$ cat config.mk
export PLATFORM = sky130hd
export DESIGN_NAME = cursor_overlay_compositor
export DESIGN_NICKNAME = d
export VERILOG_FILES = /design/src/sv/coc_pkg.sv /design/src/sv/cursor_overlay_compositor.sv /design/src/sv/coc_csr.sv /design/src/sv/coc_pipe.sv
export SDC_FILE = /design/constraint.sdc
export NUM_CORES = 1
export LEC_CHECK = 0
export ABC_AREA = 1
export BUFFER_PORTS_ARGS = -buffer_cell sky130_fd_sc_hd__buf_2
export CORE_ASPECT_RATIO = 0.7
export CORE_MARGIN = 5
export CORE_UTILIZATION = 30
export CTS_CLUSTER_DIAMETER = 150
export DETAILED_ROUTE_END_ITERATION = 10
export PLACE_DENSITY = 0.44
export REMOVE_ABC_BUFFERS = 1
export SLEW_MARGIN = 10
export SYNTH_ARGS = -nofsm -noshare
export SYNTH_HDL_FRONTEND = slang
export SYNTH_HIERARCHICAL = 1
export SYNTH_SLANG_ARGS = --single-unit
export TNS_END_PERCENT = 100
$ cat constraint.sdc
create_clock -name clock -period 4.8 [get_ports clock]
set_input_delay 0.96 -clock clock [delete_from_list [all_inputs] [get_ports clock]]
set_output_delay 0.96 -clock clock [all_outputs]
set_load 0.02 [all_outputs]
$ cat src/sv/coc_pkg.sv
// Shared types and constants for the cursor overlay compositor.
`timescale 1ns / 1ps

package coc_pkg;

   localparam int unsigned PIX_W  = 12;
   localparam int unsigned POS_W  = 13;
   localparam int unsigned DIM_W  = 7;
   localparam int unsigned SURF_W = 13;
   localparam int unsigned LIM_W  = 14;
   localparam int unsigned ARGB_W = 32;
   localparam int unsigned CSR_IDX_W  = 3;
   localparam int unsigned CSR_DATA_W = 13;

   localparam logic [DIM_W-1:0]  MAX_CURSOR_DIM  = 7'd64;
   localparam logic [SURF_W-1:0] MAX_SURFACE_DIM = 13'd4096;

   localparam logic [DIM_W-1:0]  RST_CURSOR_W  = 7'd32;
   localparam logic [DIM_W-1:0]  RST_CURSOR_H  = 7'd32;
   localparam logic [SURF_W-1:0] RST_SURFACE_W = 13'd1024;
   localparam logic [SURF_W-1:0] RST_SURFACE_H = 13'd768;

   typedef enum logic [CSR_IDX_W-1:0] {
      REG_CURSOR_X   = 3'd0,
      REG_CURSOR_Y   = 3'd1,
      REG_CURSOR_W   = 3'd2,
      REG_CURSOR_H   = 3'd3,
      REG_SURFACE_W  = 3'd4,
      REG_SURFACE_H  = 3'd5,
      REG_MODE       = 3'd6,
      REG_VISIBLE    = 3'd7
   } coc_reg_type;

   typedef enum logic [1:0] {
      MODE_MONO     = 2'd0,
      MODE_ALPHA    = 2'd1,
      MODE_MASKED   = 2'd2,
      MODE_RESERVED = 2'd3
   } coc_mode_type;

   // clipped rectangle limits: lo inclusive, hi exclusive
   typedef struct packed {
      logic signed [LIM_W-1:0] lo_x;
      logic signed [LIM_W-1:0] hi_x;
      logic signed [LIM_W-1:0] lo_y;
      logic signed [LIM_W-1:0] hi_y;
      coc_mode_type            mode;
      logic                    visible;
   } coc_cfg_type;

endpackage

$ cat src/sv/cursor_overlay_compositor.sv
// Top level of the hardware cursor overlay compositor.
// Takes one surface pixel per clock and returns it with the cursor composited in:
// monochrome AND/XOR masks, per-channel alpha blend, or masked colour, surface
// alpha kept in the colour modes; the reserved mode passes it unchanged.
// Throughput is one item per cycle while the result side is not stalled. An
// accepted item passes through three pipeline registers before rsp_tvalid rises:
// rectangle test and channel differences, alpha products, and divide by 255 with
// mode select. Back-pressure on the result side stalls all stages in place.
// Registers must be written through the csr_ port only while no item is in flight;
// the block itself does not enforce this. csr_ready is always high.
`timescale 1ns / 1ps

module cursor_overlay_compositor (
   input  logic        clock,
   input  logic        reset,
   input  logic        req_tvalid,
   output logic        req_tready,
   // pixel_x[11:0], pixel_y[23:12], surface_pixel[55:24], cursor_argb[87:56],
   // and_bit[88], xor_bit[89], zero[95:90]
   input  logic [95:0] req_tdata,
   output logic        rsp_tvalid,
   input  logic        rsp_tready,
   // out_pixel[31:0], cursor_hit[32], zero[39:33]
   output logic [39:0] rsp_tdata,
   input  logic        csr_valid,
   output logic        csr_ready,
   input  logic [2:0]  csr_index,
   input  logic [12:0] csr_data
);

   coc_pkg::coc_cfg_type cfg;
   logic [31:0]          out_pixel;
   logic                 cursor_hit;

   coc_csr u_csr (
      .clock     (clock),
      .reset     (reset),
      .csr_valid (csr_valid),
      .csr_ready (csr_ready),
      .csr_index (csr_index),
      .csr_data  (csr_data),
      .cfg       (cfg)
   );

   coc_pipe u_pipe (
      .clock         (clock),
      .reset         (reset),
      .cfg           (cfg),
      .in_valid      (req_tvalid),
      .in_ready      (req_tready),
      .pixel_x       (req_tdata[11:0]),
      .pixel_y       (req_tdata[23:12]),
      .surface_pixel (req_tdata[55:24]),
      .cursor_argb   (req_tdata[87:56]),
      .and_bit       (req_tdata[88]),
      .xor_bit       (req_tdata[89]),
      .out_valid     (rsp_tvalid),
      .out_ready     (rsp_tready),
      .out_pixel     (out_pixel),
      .cursor_hit    (cursor_hit)
   );

   assign rsp_tdata = {7'd0, cursor_hit, out_pixel};

endmodule

$ cat src/sv/coc_csr.sv
// Register file and clipped cursor rectangle limits.
`timescale 1ns / 1ps

module coc_csr (
   input  logic                                clock,
   input  logic                                reset,
   input  logic                                csr_valid,
   output logic                                csr_ready,
   input  logic [coc_pkg::CSR_IDX_W-1:0]       csr_index,
   input  logic [coc_pkg::CSR_DATA_W-1:0]      csr_data,
   output coc_pkg::coc_cfg_type                cfg
);

   logic signed [coc_pkg::POS_W-1:0]  cursor_x_ff;
   logic signed [coc_pkg::POS_W-1:0]  cursor_y_ff;
   logic [coc_pkg::DIM_W-1:0]         cursor_w_ff;
   logic [coc_pkg::DIM_W-1:0]         cursor_h_ff;
   logic [coc_pkg::SURF_W-1:0]        surface_w_ff;
   logic [coc_pkg::SURF_W-1:0]        surface_h_ff;
   coc_pkg::coc_mode_type             mode_ff;
   logic                              visible_ff;

   logic [coc_pkg::DIM_W-1:0]         len_x;
   logic [coc_pkg::DIM_W-1:0]         len_y;
   logic [coc_pkg::SURF_W-1:0]        sat_w;
   logic [coc_pkg::SURF_W-1:0]        sat_h;
   logic signed [coc_pkg::LIM_W-1:0]  end_x;
   logic signed [coc_pkg::LIM_W-1:0]  end_y;
   logic signed [coc_pkg::LIM_W-1:0]  edge_x;
   logic signed [coc_pkg::LIM_W-1:0]  edge_y;

   assign csr_ready = 1'b1;

   always_ff @(posedge clock) begin
      if (reset) begin
         cursor_x_ff  <= '0;
         cursor_y_ff  <= '0;
         cursor_w_ff  <= coc_pkg::RST_CURSOR_W;
         cursor_h_ff  <= coc_pkg::RST_CURSOR_H;
         surface_w_ff <= coc_pkg::RST_SURFACE_W;
         surface_h_ff <= coc_pkg::RST_SURFACE_H;
         mode_ff      <= coc_pkg::MODE_MONO;
         visible_ff   <= 1'b0;
      end else if (csr_valid) begin
         unique case (coc_pkg::coc_reg_type'(csr_index))
            coc_pkg::REG_CURSOR_X:  cursor_x_ff  <= $signed(csr_data);
            coc_pkg::REG_CURSOR_Y:  cursor_y_ff  <= $signed(csr_data);
            coc_pkg::REG_CURSOR_W:  cursor_w_ff  <= csr_data[coc_pkg::DIM_W-1:0];
            coc_pkg::REG_CURSOR_H:  cursor_h_ff  <= csr_data[coc_pkg::DIM_W-1:0];
            coc_pkg::REG_SURFACE_W: surface_w_ff <= csr_data;
            coc_pkg::REG_SURFACE_H: surface_h_ff <= csr_data;
            coc_pkg::REG_MODE:      mode_ff      <= coc_pkg::coc_mode_type'(csr_data[1:0]);
            coc_pkg::REG_VISIBLE:   visible_ff   <= csr_data[0];
            default: ;
         endcase
      end
   end

   always_comb begin
      len_x = (cursor_w_ff > coc_pkg::MAX_CURSOR_DIM) ? coc_pkg::MAX_CURSOR_DIM : cursor_w_ff;
      len_y = (cursor_h_ff > coc_pkg::MAX_CURSOR_DIM) ? coc_pkg::MAX_CURSOR_DIM : cursor_h_ff;
      sat_w = (surface_w_ff > coc_pkg::MAX_SURFACE_DIM) ? coc_pkg::MAX_SURFACE_DIM
                                                         : surface_w_ff;
      sat_h = (surface_h_ff > coc_pkg::MAX_SURFACE_DIM) ? coc_pkg::MAX_SURFACE_DIM
                                                         : surface_h_ff;

      end_x  = $signed({cursor_x_ff[coc_pkg::POS_W-1], cursor_x_ff})
             + $signed({7'd0, len_x});
      end_y  = $signed({cursor_y_ff[coc_pkg::POS_W-1], cursor_y_ff})
             + $signed({7'd0, len_y});
      edge_x = $signed({1'b0, sat_w}) - 14'sd1;
      edge_y = $signed({1'b0, sat_h}) - 14'sd1;

      cfg.lo_x    = cursor_x_ff[coc_pkg::POS_W-1] ? '0 : $signed({1'b0, cursor_x_ff});
      cfg.lo_y    = cursor_y_ff[coc_pkg::POS_W-1] ? '0 : $signed({1'b0, cursor_y_ff});
      cfg.hi_x    = (end_x < edge_x) ? end_x : edge_x;
      cfg.hi_y    = (end_y < edge_y) ? end_y : edge_y;
      cfg.mode    = mode_ff;
      cfg.visible = visible_ff;
   end

endmodule

$ cat src/sv/coc_pipe.sv
// Three-stage compositing pipeline: hit test and differences, products, divide and select.
`timescale 1ns / 1ps

module coc_pipe (
   input  logic                               clock,
   input  logic                               reset,
   input  coc_pkg::coc_cfg_type               cfg,
   input  logic                               in_valid,
   output logic                               in_ready,
   input  logic [coc_pkg::PIX_W-1:0]          pixel_x,
   input  logic [coc_pkg::PIX_W-1:0]          pixel_y,
   input  logic [coc_pkg::ARGB_W-1:0]         surface_pixel,
   input  logic [coc_pkg::ARGB_W-1:0]         cursor_argb,
   input  logic                               and_bit,
   input  logic                               xor_bit,
   output logic                               out_valid,
   input  logic                               out_ready,
   output logic [coc_pkg::ARGB_W-1:0]         out_pixel,
   output logic                               cursor_hit
);

   // stage 1
   logic                          v1_ff;
   logic [31:0]                   surf1_ff;
   logic [31:0]                   cur1_ff;
   logic                          and1_ff;
   logic                          xor1_ff;
   logic                          hit1_ff;
   coc_pkg::coc_mode_type         mode1_ff;
   logic [2:0][7:0]               mag1_ff;
   logic [2:0]                    neg1_ff;
   logic                          hit1_in;
   logic [2:0][7:0]               mag1_in;
   logic [2:0]                    neg1_in;
   logic signed [coc_pkg::LIM_W-1:0] sx;
   logic signed [coc_pkg::LIM_W-1:0] sy;

   // stage 2
   logic                          v2_ff;
   logic [31:0]                   surf2_ff;
   logic [31:0]                   cur2_ff;
   logic                          and2_ff;
   logic                          xor2_ff;
   logic                          hit2_ff;
   coc_pkg::coc_mode_type         mode2_ff;
   logic [2:0][15:0]              prod2_ff;
   logic [2:0]                    neg2_ff;
   logic [2:0][15:0]              prod2_in;

   // stage 3
   logic                          v3_ff;
   logic [31:0]                   pix3_ff;
   logic                          hit3_ff;
   logic [31:0]                   pix3_in;
   logic [2:0][15:0]              qsum;
   logic [2:0][7:0]               chan;
   logic [23:0]                   rgb;

   logic                          rdy1;
   logic                          rdy2;
   logic                          rdy3;

   assign rdy3     = !v3_ff || out_ready;
   assign rdy2     = !v2_ff || rdy3;
   assign rdy1     = !v1_ff || rdy2;
   assign in_ready = rdy1;

   always_comb begin
      sx      = $signed({2'b00, pixel_x});
      sy      = $signed({2'b00, pixel_y});
      hit1_in = cfg.visible && (sx >= cfg.lo_x) && (sx < cfg.hi_x)
                            && (sy >= cfg.lo_y) && (sy < cfg.hi_y);
      for (int i = 0; i < 3; i++) begin
         neg1_in[i] = cursor_argb[8*i +: 8] < surface_pixel[8*i +: 8];
         mag1_in[i] = neg1_in[i] ? (surface_pixel[8*i +: 8] - cursor_argb[8*i +: 8])
                                 : (cursor_argb[8*i +: 8] - surface_pixel[8*i +: 8]);
      end
   end

   always_ff @(posedge clock) begin
      if (reset) begin
         v1_ff <= 1'b0;
      end else if (rdy1) begin
         v1_ff <= in_valid;
      end
      if (rdy1 && in_valid) begin
         surf1_ff <= surface_pixel;
         cur1_ff  <= cursor_argb;
         and1_ff  <= and_bit;
         xor1_ff  <= xor_bit;
         hit1_ff  <= hit1_in;
         mode1_ff <= cfg.mode;
         mag1_ff  <= mag1_in;
         neg1_ff  <= neg1_in;
      end
   end

   always_comb begin
      for (int i = 0; i < 3; i++) begin
         prod2_in[i] = 16'(mag1_ff[i] * cur1_ff[31:24]);
      end
   end

   always_ff @(posedge clock) begin
      if (reset) begin
         v2_ff <= 1'b0;
      end else if (rdy2) begin
         v2_ff <= v1_ff;
      end
      if (rdy2 && v1_ff) begin
         surf2_ff <= surf1_ff;
         cur2_ff  <= cur1_ff;
         and2_ff  <= and1_ff;
         xor2_ff  <= xor1_ff;
         hit2_ff  <= hit1_ff;
         mode2_ff <= mode1_ff;
         prod2_ff <= prod2_in;
         neg2_ff  <= neg1_ff;
      end
   end

   // x / 255 as (x + 1 + (x >> 8)) >> 8, exact below 255 * 256
   always_comb begin
      for (int i = 0; i < 3; i++) begin
         qsum[i] = prod2_ff[i] + 16'd1 + {8'd0, prod2_ff[i][15:8]};
         chan[i] = neg2_ff[i] ? (surf2_ff[8*i +: 8] - qsum[i][15:8])
                              : (surf2_ff[8*i +: 8] + qsum[i][15:8]);
      end
      rgb     = (cur2_ff[31:24] == 8'd0) ? cur2_ff[23:0] : (surf2_ff[23:0] ^ cur2_ff[23:0]);
      pix3_in = surf2_ff;
      if (hit2_ff) begin
         case (mode2_ff)
            coc_pkg::MODE_MONO:   pix3_in = (and2_ff ? surf2_ff : 32'd0) ^ {32{xor2_ff}};
            coc_pkg::MODE_ALPHA:  pix3_in = {surf2_ff[31:24], chan[2], chan[1], chan[0]};
            coc_pkg::MODE_MASKED: pix3_in = {surf2_ff[31:24], rgb};
            default:              pix3_in = surf2_ff;
         endcase
      end
   end

   always_ff @(posedge clock) begin
      if (reset) begin
         v3_ff <= 1'b0;
      end else if (rdy3) begin
         v3_ff <= v2_ff;
      end
      if (rdy3 && v2_ff) begin
         pix3_ff <= pix3_in;
         hit3_ff <= hit2_ff;
      end
   end

   assign out_valid  = v3_ff;
   assign out_pixel  = pix3_ff;
   assign cursor_hit = hit3_ff;

endmodule

==> run metrics <==
leakage power 15.6 nW; highest-delay cell along the critical path dfxtp_4; delay of the slowest critical-path stage 0.41 ns; sequential area share after synthesis 0.327; clk slew on worst S/H paths 0.06 ns; post-synth cell types 62; CTS tree yes; die footprint 97200 um^2; final slew viol count 0; H-tree depth 2; clock share of power 0.217; total vias in the final route 21.8k; Gate power share 0.506; worst skew pair latency 0.58 ns; Worst VDD drop 251 uV; row cnt 92; synth-to-layout area growth 15.1%; Final #Nets 4096; Clock Skew 0.0327 ns; synth top area cells edfxtp_1 27%, ha_1 13%, nand2_1 9.8%; Detail Placement HPWL 62.2 mm; Yosys top cell by area edfxtp_1; FMAX 0.216 GHz; routability cong. 0.839; placed insts 4741; number of global-route vias before repair 21.1k; CP Launch Type flip-flop; final wirelength 78.7 mm; Initial DRC Count 1631; RSZ-0062 raised after global routing yes; Clock Path Buffers 3; Final Critical Period 4.62 ns; Vias per Instance 4.50; fin crit share 0.963; Synth top area share 0.274; DP Area 29700 um^2; Post-synth EDFFs 249; ANT nets after route 0; final setup vio count 0; setup ws final 0.177 ns; first-pass GRT wire length 123 mm; Clock Sink Count 321; WS Path Type flip-flop to flip-flop; outcome finished clean; Final Hold Viols 0; Hold Path Class flip-flop to flip-flop; switching power 5.89 mW; Synth Register Bits 321; FFs w/ async S/R, synth 0; Slew HR 0.238; total of max-cap violations 0; Data required, critical path 5.08 ns; share of layout cells above drive strength 1 0.130; power per cell area 443 nW/um^2; Critical Path Most Common Cell nor2_1; WL/cell 16.3 um; die height 262 um; root buf cell clkbuf_16; Synth Flop Type edfxtp_1; CORE AREA 90100 um^2; CTS Buf Count 39; total global-route track usage 0.160; io pins 160; Int Pwr 8.01 mW; Initial Utilization 0.303; CP Capture Type flip-flop; total number of yosys warnings 6; largest net degree at the start of global routing 70; Die X-Extent 370 um; slew at the pin closest to its max-slew limit 1.14 ns; Design Area, Final 31400 um^2; syn_area_per_cell 8.03 um^2; pre-CTS setup slack -0.0806 ns; DRC 0; sequential power share 0.277; Net Sw Frac 0.423; Worst EP arrival 4.90 ns; Port Buffers 145; Synth Instances 3397; fin cells 4833; initial antenna violation count 17; GRT overflow 0; Post-Synthesis Cell Area 27300 um^2; largest fanout on the critical path 8; Initial DRT Pass Iterations 7
==> cells in the mapped netlist, types with 13 or more instances <==
library cell	n
dfxtp_1	72
xor2_1	91
o21ai_1	13
nand2_2	29
nand4_1	19
o21ai_2	14
xnor2_1	29
edfxtp_1	249
nand2_1	715
nor2_1	247
nand3_2	18
nand3_1	164
clkbuf_1	73
o21bai_1	21
fa_1	119
nor3_1	27
inv_1	672
buf_4	18
ha_1	283
o21ai_0	138
a21oi_1	215
==> area by class of cell <==
class	count	area, um^2
clock inverter	24	236
antenna	3	7.51
timing repair inverter	1	8.76
fill	9526	58700
clock buffer	48	1050
multi-input combinational	2290	15600
inverter	685	2590
timing repair buffer	239	1490
sequential	321	8930
tap	1222	1530
==> final timing paths <==
check / start / to / slack, ns / depth (start not counted)
max reg2reg: u_csr/cursor_w_ff[6] / u_pipe/hit1_ff / 0.18 / 30
max: u_csr/cursor_w_ff[6] / u_pipe/hit1_ff / 0.18 / 30
min reg2reg: u_pipe/cur1_ff[14] / u_pipe/cur2_ff[14] / 0.42 / 0
min: u_pipe/cur1_ff[14] / u_pipe/cur2_ff[14] / 0.42 / 0
==> layer usage <==
metal,part of all wire,GRT usage,up-vias
met5,0.00072,0,-
met1,0.53,0.255,9979
li1,-,-,11224
met4,0.015,0.0288,8
met3,0.064,0.0321,74
met2,0.39,0.223,477
==> logic make-up after synthesis <==
| group | count (synthesis) | synth area share |
|---|---|---|
| AOI/OAI and AO/OA | 491 | 0.103 |
| xor gates and xnor gates | 120 | 0.0385 |
| adders and majority gates | 402 | 0.217 |
| buffers and inverters | 795 | 0.115 |
| DFF | 321 | 0.327 |
| muxes | 3 | 0.00110 |
| other | 3 | 0.000413 |
| and+or+nand+nor | 1262 | 0.198 |
==> through the flow <==
stage | hold WS [ns] | util | power, mW | TNS, ns
floorplan | 0.400 | - | 9.09 | 0
global placement | 0.401 | 0.329 | 10.9 | -0.0587
detailed placement | 0.405 | 0.329 | 10.9 | -0.0806
CTS | 0.418 | 0.344 | 14.0 | 0
global route | 0.422 | 0.348 | 15.4 | -0.101
finish | 0.417 | 0.348 | 13.9 | 0
==> power groups by stage <==
stage	Combinational [mW]	Sequential (mW)	Clock, mW
after global routing	8.25	3.88	3.28
after floorplan	5.30	3.79	0
final	7.03	3.85	3.02
after global placement	6.98	3.92	0
after detailed placement	6.97	3.91	0
after CTS	7.02	3.85	3.16
==> worst max-delay path: cells and delay by family, from the launching register on <==
| kind | cells | cell delay, ns |
|---|---|---|
| buf+inv | 5 | 0.45 |
| simple gates | 15 | 1.45 |
| flops | 1 | 0.41 |
| xor+xnor | 1 | 0.17 |
| fa+ha+maj | 3 | 0.91 |
| compound gates | 6 | 0.96 |
==> what timing repair did <==
action	in CTS	in global routing
setup buffers	1	15
setup endpoints to repair	1	6
cloned	0	1
gates resized for setup	6	79
hold buffers	0	0
pin swaps	4	44
==> state kept, by name (all words and copies together) (netlist names), 2 cells and up <==
| register | flops |
|---|---|
| u_pipe/neg2_ff | 3 |
| u_pipe/cur1_ff | 32 |
| u_pipe/out_pixel | 32 |
| u_csr/cursor_y_ff | 13 |
| u_csr/cursor_h_ff | 7 |
| u_pipe/mag1_ff | 24 |
| u_pipe/neg1_ff | 3 |
| u_csr/mode_ff | 2 |
| u_pipe/surf1_ff | 32 |
| u_csr/cursor_w_ff | 7 |
| u_csr/cursor_x_ff | 13 |
| u_pipe/mode1_ff | 2 |
| u_csr/surface_w_ff | 13 |
| u_pipe/surf2_ff | 32 |
| u_csr/surface_h_ff | 13 |
| u_pipe/prod2_ff | 48 |
| u_pipe/cur2_ff | 32 |
| u_pipe/mode2_ff | 2 |
==> layout by cell type, fill, tap and decap left out, types with 11 or more instances in the layout <==
cell type    n
conb_1      12
nand3_1    161
nand4_1     19
clkbuf_16   40
a31oi_1     11
a32oi_1     11
o21ai_2     15
buf_4       89
dfxtp_1     68
nor2_1     238
a211oi_1    11
fa_1       117
nand2_2     35
xnor2_1     29
o21bai_1    21
xor2_1      89
nor3_1      21
inv_2       17
nor2_2      15
a21oi_1    205
nand3_2     19
o21ai_0    131
a21oi_2     12
edfxtp_1   249
ha_1       278
nand2_1    709
buf_2      145
inv_1      662
o21ai_1     18
(Power assumes the default switching activity.)
